**config.mk**
```make
export PLATFORM = sky130hd
export DESIGN_NAME = row_with_most_primes
export DESIGN_NICKNAME = d
export VERILOG_FILES = /design/src/rwmp_pkg.sv /design/src/row_with_most_primes.sv /design/src/rwmp_rem_unit.sv /design/src/rwmp_prime_test.sv
export SDC_FILE = /design/constraint.sdc
export NUM_CORES = 1
export LEC_CHECK = 0
export ABC_AREA = 0
export BUFFER_PORTS_ARGS = -buffer_cell sky130_fd_sc_hd__buf_2
export CAP_MARGIN = 20
export CORE_MARGIN = 2
export CORE_UTILIZATION = 54
export DETAILED_ROUTE_END_ITERATION = 16
export GPL_TIMING_DRIVEN = 0
export PLACE_DENSITY = 0.77
export SETUP_SLACK_MARGIN = 0.02
export SKIP_CTS_REPAIR_TIMING = 1
export SYNTH_ARGS = -nofsm -noshare
export SYNTH_HDL_FRONTEND = slang
export SYNTH_SLANG_ARGS = --single-unit
```
**constraint.sdc**
```tcl
create_clock -name aclk -period 3.2 [get_ports aclk]
set_input_delay 0 -clock aclk [delete_from_list [all_inputs] [get_ports aclk]]
set_output_delay 0 -clock aclk [all_outputs]
set_load 0.01 [all_outputs]
```
**src/rwmp_pkg.sv**
```systemverilog
// Shared types and constants for the row-with-most-primes block.
package rwmp_pkg;

    localparam int unsigned DATA_W    = 32;
    localparam int unsigned MAG_W     = 31;
    localparam int unsigned SIZE_W    = 5;
    localparam int unsigned ROW_W     = 4;
    localparam int unsigned DVS_W     = 17;
    localparam int unsigned SQ_W      = 34;
    localparam int unsigned STEP_W    = 5;
    localparam int unsigned APB_AW    = 2;
    localparam int unsigned APB_DW    = 32;

    localparam logic [SIZE_W-1:0] SIZE_RESET = 5'd16;
    localparam logic [STEP_W-1:0] DIV_STEPS  = 5'd31;
    localparam logic [DVS_W-1:0]  FIRST_DVS  = 17'd2;
    localparam logic [DVS_W-1:0]  SECOND_DVS = 17'd3;
    localparam logic [SQ_W-1:0]   FIRST_SQ   = 34'd4;
    localparam logic [SQ_W-1:0]   SECOND_SQ  = 34'd9;
    localparam logic [MAG_W-1:0]  MIN_PRIME  = 31'd2;

    typedef enum logic [1:0] {
        PT_IDLE,
        PT_CHECK,
        PT_DIVIDE,
        PT_DONE
    } rwmp_pt_state_t;

    typedef enum logic [1:0] {
        TOP_IDLE,
        TOP_TEST,
        TOP_FINISH
    } rwmp_top_state_t;

    typedef struct packed {
        logic done;
        logic zero;
    } rwmp_rem_stat_t;

    typedef struct packed {
        logic done;
        logic prime;
    } rwmp_pt_stat_t;

endpackage

```
**src/row_with_most_primes.sv**
```systemverilog
// Top level: APB size register, request handshakes, per-row prime tally.
//
//   channel  | handshake                | payload
//   ---------+--------------------------+---------------------------------
//   input    | s_valid / s_ready        | s_element_value (signed 32)
//   result   | m_valid / m_ready        | m_best_row (4)
//   config   | psel/penable/pwrite/...  | matrix_size at byte address 0
//
// Each element occupies the single remainder unit: 31 shift-subtract steps plus
// a compare per trial divisor, divisors 2 then odd ones. Negatives, 0 and 1
// finish without trial division; a prime near 2^31 needs about 23,200 divisors.
// s_ready is high only between elements.
// A result waits in the output register; a new request is taken meanwhile, and
// the tally stalls only if a second result finds that register still full.
// Synchronous active-low reset; size register resets to 16.
module row_with_most_primes #(
    parameter int unsigned MAX_SIZE = 16
) (
    input  logic                              aclk,
    input  logic                              aresetn,
    input  logic                              psel,
    input  logic                              penable,
    input  logic                              pwrite,
    input  logic [rwmp_pkg::APB_AW-1:0]       paddr,
    input  logic [rwmp_pkg::APB_DW-1:0]       pwdata,
    output logic [rwmp_pkg::APB_DW-1:0]       prdata,
    output logic                              pready,
    input  logic                              s_valid,
    output logic                              s_ready,
    input  logic signed [rwmp_pkg::DATA_W-1:0] s_element_value,
    output logic                              m_valid,
    input  logic                              m_ready,
    output logic [rwmp_pkg::ROW_W-1:0]        m_best_row
);

    localparam int unsigned POS_W = (MAX_SIZE > 1) ? $clog2(MAX_SIZE) : 1;
    localparam int unsigned CNT_W = $clog2(MAX_SIZE + 1);

    rwmp_pkg::rwmp_top_state_t     state_reg, state_next;
    logic [rwmp_pkg::SIZE_W-1:0]   size_reg;
    logic [CNT_W-1:0]              eff_size;
    logic [POS_W-1:0]              col_reg, col_next;
    logic [POS_W-1:0]              row_reg, row_next;
    logic [CNT_W-1:0]              cnt_reg, cnt_next;
    logic [CNT_W-1:0]              best_cnt_reg, best_cnt_next;
    logic [POS_W-1:0]              best_row_reg, best_row_next;
    logic                          have_best_reg, have_best_next;
    logic                          prime_reg;
    logic                          m_valid_reg, m_valid_next;
    logic [rwmp_pkg::ROW_W-1:0]    m_row_reg, m_row_next;
    logic                          cfg_write;
    logic                          pt_start;
    logic                          finish_go;
    logic                          col_last, row_last, take_new, emit;
    logic [CNT_W-1:0]              col_inc, row_inc, cnt_inc;
    rwmp_pkg::rwmp_pt_stat_t       pt_stat;

    assign cfg_write = psel && penable && pwrite;
    assign pready    = 1'b1;
    assign prdata    = (paddr == '0) ? rwmp_pkg::APB_DW'(size_reg) : '0;

    always_comb begin
        if (size_reg == '0) begin
            eff_size = CNT_W'(1);
        end else if (32'(size_reg) > MAX_SIZE) begin
            eff_size = CNT_W'(MAX_SIZE);
        end else begin
            eff_size = CNT_W'(size_reg);
        end
    end

    rwmp_prime_test u_test (
        .aclk    (aclk),
        .aresetn (aresetn),
        .start   (pt_start),
        .value   (s_element_value),
        .stat    (pt_stat)
    );

    assign col_inc  = CNT_W'(col_reg) + CNT_W'(1);
    assign row_inc  = CNT_W'(row_reg) + CNT_W'(1);
    assign cnt_inc  = cnt_reg + CNT_W'(prime_reg);
    assign col_last = (col_inc == eff_size);
    assign row_last = (row_inc == eff_size);
    assign take_new = !have_best_reg || (cnt_inc > best_cnt_reg);
    assign emit     = col_last && row_last;

    always_comb begin
        state_next = state_reg;
        unique case (state_reg)
            rwmp_pkg::TOP_IDLE: begin
                if (s_valid) begin
                    state_next = rwmp_pkg::TOP_TEST;
                end
            end
            rwmp_pkg::TOP_TEST: begin
                if (pt_stat.done) begin
                    state_next = rwmp_pkg::TOP_FINISH;
                end
            end
            rwmp_pkg::TOP_FINISH: begin
                if (finish_go) begin
                    state_next = rwmp_pkg::TOP_IDLE;
                end
            end
            default: state_next = rwmp_pkg::TOP_IDLE;
        endcase
    end

    always_comb begin
        s_ready   = (state_reg == rwmp_pkg::TOP_IDLE);
        pt_start  = s_valid && (state_reg == rwmp_pkg::TOP_IDLE);
        finish_go = (state_reg == rwmp_pkg::TOP_FINISH) &&
                    !(emit && m_valid_reg && !m_ready);
    end

    always_comb begin
        col_next       = col_reg;
        row_next       = row_reg;
        cnt_next       = cnt_reg;
        best_cnt_next  = best_cnt_reg;
        best_row_next  = best_row_reg;
        have_best_next = have_best_reg;
        m_valid_next   = m_valid_reg && !m_ready;
        m_row_next     = m_row_reg;
        if (cfg_write) begin
            col_next       = '0;
            row_next       = '0;
            cnt_next       = '0;
            best_cnt_next  = '0;
            best_row_next  = '0;
            have_best_next = 1'b0;
        end else if (finish_go) begin
            if (!col_last) begin
                col_next = POS_W'(col_inc);
                cnt_next = cnt_inc;
            end else if (!row_last) begin
                col_next = '0;
                row_next = POS_W'(row_inc);
                cnt_next = '0;
                if (take_new) begin
                    best_cnt_next  = cnt_inc;
                    best_row_next  = row_reg;
                    have_best_next = 1'b1;
                end
            end else begin
                // matrix done: report and start over
                m_valid_next   = 1'b1;
                m_row_next     = take_new ? rwmp_pkg::ROW_W'(row_reg)
                                          : rwmp_pkg::ROW_W'(best_row_reg);
                col_next       = '0;
                row_next       = '0;
                cnt_next       = '0;
                best_cnt_next  = '0;
                best_row_next  = '0;
                have_best_next = 1'b0;
            end
        end
    end

    always_ff @(posedge aclk) begin
        if (!aresetn) begin
            state_reg     <= rwmp_pkg::TOP_IDLE;
            size_reg      <= rwmp_pkg::SIZE_RESET;
            col_reg       <= '0;
            row_reg       <= '0;
            cnt_reg       <= '0;
            best_cnt_reg  <= '0;
            best_row_reg  <= '0;
            have_best_reg <= 1'b0;
            m_valid_reg   <= 1'b0;
        end else begin
            state_reg     <= state_next;
            if (cfg_write) begin
                size_reg <= pwdata[rwmp_pkg::SIZE_W-1:0];
            end
            col_reg       <= col_next;
            row_reg       <= row_next;
            cnt_reg       <= cnt_next;
            best_cnt_reg  <= best_cnt_next;
            best_row_reg  <= best_row_next;
            have_best_reg <= have_best_next;
            m_valid_reg   <= m_valid_next;
        end
        m_row_reg <= m_row_next;
        if (pt_stat.done) begin
            prime_reg <= pt_stat.prime;
        end
    end

    assign m_valid    = m_valid_reg;
    assign m_best_row = m_row_reg;

    a_result_from_finish: assert property (@(posedge aclk) disable iff (!aresetn)
        $rose(m_valid_reg) |-> $past(state_reg == rwmp_pkg::TOP_FINISH))
        else $error("result raised outside finish step");

    a_position_in_range: assert property (@(posedge aclk) disable iff (!aresetn)
        (CNT_W'(col_reg) < eff_size) && (CNT_W'(row_reg) < eff_size))
        else $error("matrix position beyond size");

    a_test_done_when_waiting: assert property (@(posedge aclk) disable iff (!aresetn)
        pt_stat.done |-> (state_reg == rwmp_pkg::TOP_TEST))
        else $error("prime test finished while not awaited");

endmodule

```
**src/rwmp_rem_unit.sv**
```systemverilog
// Bit-serial remainder unit: one restoring shift-subtract step per cycle.
module rwmp_rem_unit (
    input  logic                          aclk,
    input  logic                          aresetn,
    input  logic                          start,
    input  logic [rwmp_pkg::MAG_W-1:0]    dividend,
    input  logic [rwmp_pkg::DVS_W-1:0]    divisor,
    output rwmp_pkg::rwmp_rem_stat_t      stat
);

    logic                          busy_reg, busy_next;
    logic                          done_reg, done_next;
    logic [rwmp_pkg::STEP_W-1:0]   cnt_reg, cnt_next;
    logic [rwmp_pkg::DVS_W-1:0]    rem_reg, rem_next;
    logic [rwmp_pkg::MAG_W-1:0]    dvd_reg, dvd_next;
    logic [rwmp_pkg::DVS_W-1:0]    dvs_reg, dvs_next;
    logic [rwmp_pkg::DVS_W:0]      trial;
    logic [rwmp_pkg::DVS_W:0]      dvs_ext;
    logic                          fits;

    assign trial   = {rem_reg, dvd_reg[rwmp_pkg::MAG_W-1]};
    assign dvs_ext = {1'b0, dvs_reg};
    assign fits    = trial >= dvs_ext;

    always_comb begin
        busy_next = busy_reg;
        done_next = 1'b0;
        cnt_next  = cnt_reg;
        rem_next  = rem_reg;
        dvd_next  = dvd_reg;
        dvs_next  = dvs_reg;
        if (start) begin
            busy_next = 1'b1;
            cnt_next  = rwmp_pkg::DIV_STEPS;
            rem_next  = '0;
            dvd_next  = dividend;
            dvs_next  = divisor;
        end else if (busy_reg) begin
            rem_next = fits ? rwmp_pkg::DVS_W'(trial - dvs_ext) : trial[rwmp_pkg::DVS_W-1:0];
            dvd_next = {dvd_reg[rwmp_pkg::MAG_W-2:0], 1'b0};
            cnt_next = cnt_reg - rwmp_pkg::STEP_W'(1);
            if (cnt_reg == rwmp_pkg::STEP_W'(1)) begin
                busy_next = 1'b0;
                done_next = 1'b1;
            end
        end
    end

    always_ff @(posedge aclk) begin
        if (!aresetn) begin
            busy_reg <= 1'b0;
            done_reg <= 1'b0;
            cnt_reg  <= '0;
        end else begin
            busy_reg <= busy_next;
            done_reg <= done_next;
            cnt_reg  <= cnt_next;
        end
        rem_reg <= rem_next;
        dvd_reg <= dvd_next;
        dvs_reg <= dvs_next;
    end

    assign stat.done = done_reg;
    assign stat.zero = (rem_reg == '0);

    a_rem_below_divisor: assert property (@(posedge aclk) disable iff (!aresetn)
        done_reg |-> (rem_reg < dvs_reg))
        else $error("remainder not below divisor");

endmodule

```
**src/rwmp_prime_test.sv**
```systemverilog
// Trial-division sequencer driving its own remainder unit.
module rwmp_prime_test (
    input  logic                           aclk,
    input  logic                           aresetn,
    input  logic                           start,
    input  logic [rwmp_pkg::DATA_W-1:0]    value,
    output rwmp_pkg::rwmp_pt_stat_t        stat
);

    rwmp_pkg::rwmp_pt_state_t       state_reg, state_next;
    logic [rwmp_pkg::MAG_W-1:0]     value_reg, value_next;
    logic [rwmp_pkg::DVS_W-1:0]     dvs_reg, dvs_next;
    logic [rwmp_pkg::SQ_W-1:0]      sq_reg, sq_next;
    logic                           prime_reg, prime_next;
    logic                           rem_start;
    logic                           sq_over;
    logic                           trivial;
    rwmp_pkg::rwmp_rem_stat_t       rem_stat;

    assign sq_over = sq_reg > rwmp_pkg::SQ_W'(value_reg);
    assign trivial = value[rwmp_pkg::DATA_W-1] ||
                     (value[rwmp_pkg::MAG_W-1:0] < rwmp_pkg::MIN_PRIME);

    rwmp_rem_unit u_rem (
        .aclk     (aclk),
        .aresetn  (aresetn),
        .start    (rem_start),
        .dividend (value_reg),
        .divisor  (dvs_reg),
        .stat     (rem_stat)
    );

    always_comb begin
        state_next = state_reg;
        unique case (state_reg)
            rwmp_pkg::PT_IDLE: begin
                if (start) begin
                    state_next = trivial ? rwmp_pkg::PT_DONE : rwmp_pkg::PT_CHECK;
                end
            end
            rwmp_pkg::PT_CHECK: begin
                state_next = sq_over ? rwmp_pkg::PT_DONE : rwmp_pkg::PT_DIVIDE;
            end
            rwmp_pkg::PT_DIVIDE: begin
                if (rem_stat.done) begin
                    state_next = rem_stat.zero ? rwmp_pkg::PT_DONE : rwmp_pkg::PT_CHECK;
                end
            end
            rwmp_pkg::PT_DONE: begin
                state_next = rwmp_pkg::PT_IDLE;
            end
            default: state_next = rwmp_pkg::PT_IDLE;
        endcase
    end

    always_comb begin
        rem_start  = (state_reg == rwmp_pkg::PT_CHECK) && !sq_over;
        stat.done  = (state_reg == rwmp_pkg::PT_DONE);
        stat.prime = prime_reg;
    end

    always_comb begin
        value_next = value_reg;
        dvs_next   = dvs_reg;
        sq_next    = sq_reg;
        prime_next = prime_reg;
        unique case (state_reg)
            rwmp_pkg::PT_IDLE: begin
                if (start) begin
                    value_next = value[rwmp_pkg::MAG_W-1:0];
                    dvs_next   = rwmp_pkg::FIRST_DVS;
                    sq_next    = rwmp_pkg::FIRST_SQ;
                    prime_next = 1'b0;
                end
            end
            rwmp_pkg::PT_CHECK: begin
                if (sq_over) begin
                    prime_next = 1'b1;
                end
            end
            rwmp_pkg::PT_DIVIDE: begin
                if (rem_stat.done && !rem_stat.zero) begin
                    // after 2, odd divisors only; (d+2)^2 = d^2 + 4d + 4
                    if (dvs_reg == rwmp_pkg::FIRST_DVS) begin
                        dvs_next = rwmp_pkg::SECOND_DVS;
                        sq_next  = rwmp_pkg::SECOND_SQ;
                    end else begin
                        dvs_next = dvs_reg + rwmp_pkg::DVS_W'(2);
                        sq_next  = sq_reg + rwmp_pkg::SQ_W'({dvs_reg, 2'b00})
                                   + rwmp_pkg::SQ_W'(4);
                    end
                end
            end
            rwmp_pkg::PT_DONE: begin
            end
            default: begin
            end
        endcase
    end

    always_ff @(posedge aclk) begin
        if (!aresetn) begin
            state_reg <= rwmp_pkg::PT_IDLE;
            prime_reg <= 1'b0;
        end else begin
            state_reg <= state_next;
            prime_reg <= prime_next;
        end
        value_reg <= value_next;
        dvs_reg   <= dvs_next;
        sq_reg    <= sq_next;
    end

    a_square_tracks: assert property (@(posedge aclk) disable iff (!aresetn)
        (state_reg == rwmp_pkg::PT_CHECK || state_reg == rwmp_pkg::PT_DIVIDE)
        |-> (sq_reg == rwmp_pkg::SQ_W'(dvs_reg * dvs_reg)))
        else $error("divisor square out of step");

endmodule

```
==> flow_results.org <==
** Setup path
- For the worst setup path, the data required time is about 3400 ps.
- Worst path arrival time :: 3320 ps
- The worst register-to-register path ends at u_test.u_rem.dvd_reg[22]$_DFFE_PP_.
- Minimum setup slack among reg-to-reg paths :: between 70 and 80 ps
- In this run the worst path has a maximum fanout of 10.
- Path depth of the worst reg2reg path :: 10
- STA classifies the critical path startpoint as a flip-flop.
- Critical Path Sink Type :: flip-flop
- The setup path with the least slack is of type reg -> reg.
- The worst register-to-register path begins at u_test.sq_reg[16]$_SDFFCE_PP0P_.

** Power
- Net Sw Power :: between 2 and 3 mW
- Of the total power, the share spent switching nets is 34.3%.
- Of the total power, combinational logic draws about a third.
- The internal portion of the total power is 5.10 mW.
- The worst-case IR drop observed on VDD is between 400 and 500 uV.
- Total power per unit cell area :: 575 mW/mm^2
- Part of the total power dissipated in sequential elements :: 41.1%
- Of the total power, the clock network draws 27.5%.
- Lkg Pwr :: roughly 5.5 nW

** Synth
- Summing every instance area after synthesis gives between 0.01 and 0.015 mm^2.
- Library cell with the largest summed area after synthesis :: edfxtp_1
- After synthesis, the share of flip-flops with an asynchronous set or reset is 0%.
- Leading cell types by total area after synthesis :: edfxtp_1, ha_1, dfxtp_1
- In this run, synthesis produced a sequential element count of ~190.
- In the synthesized netlist the dominant register cell turns out to be edfxtp_1.
- Count of flip-flops with a built-in enable after synthesis :: between 100 and 150
- The share of the Yosys chip area taken by registers is between 40% and 50%.
- Averaged over all synthesized cells, the footprint is approximately 10 um^2.
- Instance count of the mapped netlist :: 1,102
- YS warnings :: 0
- Synth cell types :: 80
- The share of synthesized area in the top cell type comes to around a third.

** Floorplanning
- After floorplanning, the core was sized to cover 0.0210 mm^2.
- Pin placement for this block handled about 110 I/O pins.
- Row generation in the floorplan step produced 53 rows.
- Die X :: 150 um
- Starting density of the core :: about 55%
- Measured along the y axis, the die boundary spans 150 um.
- The die covers roughly 0.022 mm^2.

** Placed design
- The HPWL after detailed placement is about 19,000 um.
- Buffers placed on the I/O ports in this run total between 50 and 60.
- The congestion estimate from routability-driven global placement came to about 0.89.
- Total instance count after detailed placement :: 1,461
- Placement-stage cell area :: approximately 0.012 mm^2

** Run
- Across the run, the number of max-cap violations was 0.

** GRT
- Gr usage total :: between 20% and 30%
- Number of global-route vias before repair :: roughly 8.3k
- Largest net degree at the start of global routing :: 32
- The number of antenna violations at the first check in global routing is 0.
- Global routing finished with a remaining overflow of 0.
- The first global-routing pass estimated 40,900 um of wire.

** STA
- Final-report setup violation count :: 0
- For the pin with the worst max-slew slack, the measured transition is roughly 980 ps.
- Final slew viol count :: 0
- Relative max-transition margin :: 34.4%
- The count of final hold-check violations is 0.
- Post-layout minimum cycle time :: 3130 ps
- Final clock period utilization by the worst path :: a little under 100%
- Maximum clock rate :: 320 MHz
- The clock arrives with around 11 ps of skew.

** Finish
- Proportion of layout cells with a drive suffix above 1 :: between 10% and 20%
- Counting the fill cells in the layout gives about 1.6k.
- Seq. cell area :: a little over 0.005 mm^2
- Final nets :: 1,430
- Final Instance Count excl. Fillers :: 1,550
- At the end of the flow the core is filled with cells to between 60 and 70%.
- Leaving out fill and tap cells, the most frequent cell in the layout is edfxtp_1.
- Max reg flops :: 33
- Post-synthesis to final-layout area growth :: 17.9%
- Inserted Diodes :: 0
- Summing all multi-input logic gate instances after layout gives 0.00580 mm^2.
- The library cells used most frequently in the layout, excluding fill and tap cells, are edfxtp_1, ha_1, inv_1, nor2_1, a21oi_1.
- Summing all non-filler instances in the final layout gives an area of 0.0135 mm^2.

** Drt
- Overall via count from detail_route :: roughly 9.0k
- In the final routed layout, each cell accounts on average for between 15 and 20 um.
- Number of nets with antenna violations after detailed routing :: 0
- Final WL :: around 28,000 um
- For this block, the initial DRC count from the detailed router was roughly 680.
- Pre-Repair DR Iteration Count :: 5
- After detailed routing, the number of vias per cell comes to ~6.
- In the routed design, unresolved DRC markers number 0.

** Clock network
- TritonCTS built the clock tree.
- For the worst-skew pair, the clock arrives at the later sink with an insertion delay of 440 ps.
- Clock-pin slew was measured on the worst setup and hold paths at ~70 ps.
- Number of clock sinks seen by CTS :: between 150 and 200
- In this run the deepest clock path goes through 2 buffers.
- CTS built an H-tree with a depth of 4.
- Cts bufs inserted :: 17
- CTS placed an instance of clkbuf_16 at the clock tree root.

** Min path
- Hold wc startpoint :: penable
- Worst hold path endpoint :: size_reg[0]$_SDFFE_PN0P_
- The tightest min-delay check is of the in -> reg type.
- The worst hold path was traced through 4 stages.

** Status
- The run finished with clean final reports.
## routing by layer
layer | GRT usage, % | part of all wire (%) | vias to the layer above
met5 | 0 | 0 | -
met4 | 9.34 | 3.2 | 0
met3 | 3.75 | 5.4 | 58
met2 | 40.4 | 51 | 333
met1 | 29.6 | 41 | 4297
li1 | - | - | 4347
## metrics by stage
stage | worst slack [ps] | hold WS [ps] | total power, mW | TNS, ps
after global placement | -284 | 183 | 5.39 | -17220
after CTS | -384 | -275 | 7.60 | -21650
after global routing | -22.1 | 263 | 8.13 | -159
final | 70.9 | 223 | 7.76 | 0
after detailed placement | -378 | 180 | 5.47 | -20340
after floorplan | 130 | 61.9 | 4.91 | 0
## layout make-up
| cell class | instances | area share (%) |
|---|---|---|
| timing repair buffer | 115 | 6.41 |
| clock buffer | 18 | 3.18 |
| tap | 275 | 2.55 |
| inverter | 82 | 2.30 |
| multi-input combinational | 796 | 42.9 |
| sequential | 192 | 38.4 |
| clock inverter | 14 | 1.07 |
| buffer | 58 | 3.17 |
## Yosys cell counts, types with 13 or more instances
cell      count
xnor2_1      25
ha_1         93
nor3_1       21
mux2_2       13
o211ai_1     15
mux2_1       13
buf_4        28
inv_1        81
o21a_1       14
or3_1        14
a211oi_1     22
nor2b_1      14
nor4_1       18
nand3_1      34
a21oi_1      70
dfxtp_1      58
xor2_1       24
nand4_1      16
o21ai_0      46
edfxtp_1    134
nand2_1      67
mux2i_1      16
nor2_1       81
## power groups by stage
stage / logic (mW) / clock network [mW] / registers [mW]
floorplan: 1.78 / 0 / 3.13
global placement: 2.16 / 0 / 3.23
detailed placement: 2.24 / 0 / 3.23
CTS: 2.27 / 2.15 / 3.18
global route: 2.67 / 2.24 / 3.21
finish: 2.43 / 2.13 / 3.19
## logic make-up after synthesis
group | share of synthesized area (%)
xor+xnor | 3.75
flops | 45.3
compound gates | 14.1
other cells | 0.0655
buf+inv | 6.37
fa+ha+maj | 10.5
mux | 5.26
simple gates | 14.7
## worst max path at each step
stage / from / to / slack, ps / cells past startpoint
after floorplan: u_test.dvs_reg[1]$_SDFFCE_PP1P_ / u_test.sq_reg[31]$_SDFFCE_PP0P_ / 130 / 11
after global routing: u_test.sq_reg[16]$_SDFFCE_PP0P_ / u_test.u_rem.dvd_reg[20]$_DFFE_PP_ / -20 / 10
after detailed placement: u_test.sq_reg[27]$_SDFFCE_PP0P_ / u_test.u_rem.dvd_reg[21]$_DFFE_PP_ / -380 / 9
after CTS: u_test.sq_reg[27]$_SDFFCE_PP0P_ / u_test.u_rem.dvd_reg[10]$_DFFE_PP_ / -380 / 9
after global placement: u_test.sq_reg[23]$_SDFFCE_PP0P_ / u_test.u_rem.dvd_reg[23]$_DFFE_PP_ / -280 / 9
final: u_test.sq_reg[16]$_SDFFCE_PP0P_ / u_test.u_rem.dvd_reg[22]$_DFFE_PP_ / 70 / 10
## worst max-delay path, cell delays in order (launching register included)
cell and delay [ps]:
edfxtp_1 480, ha_1 350, nand4_1 150, nor4_2 320, nand4_1 160, or4_4 480
a21oi_2 170, o21ai_2 120, inv_4 150, buf_8 150, mux2_1 340
No activity file was read; power rests on OpenSTA's default activity.
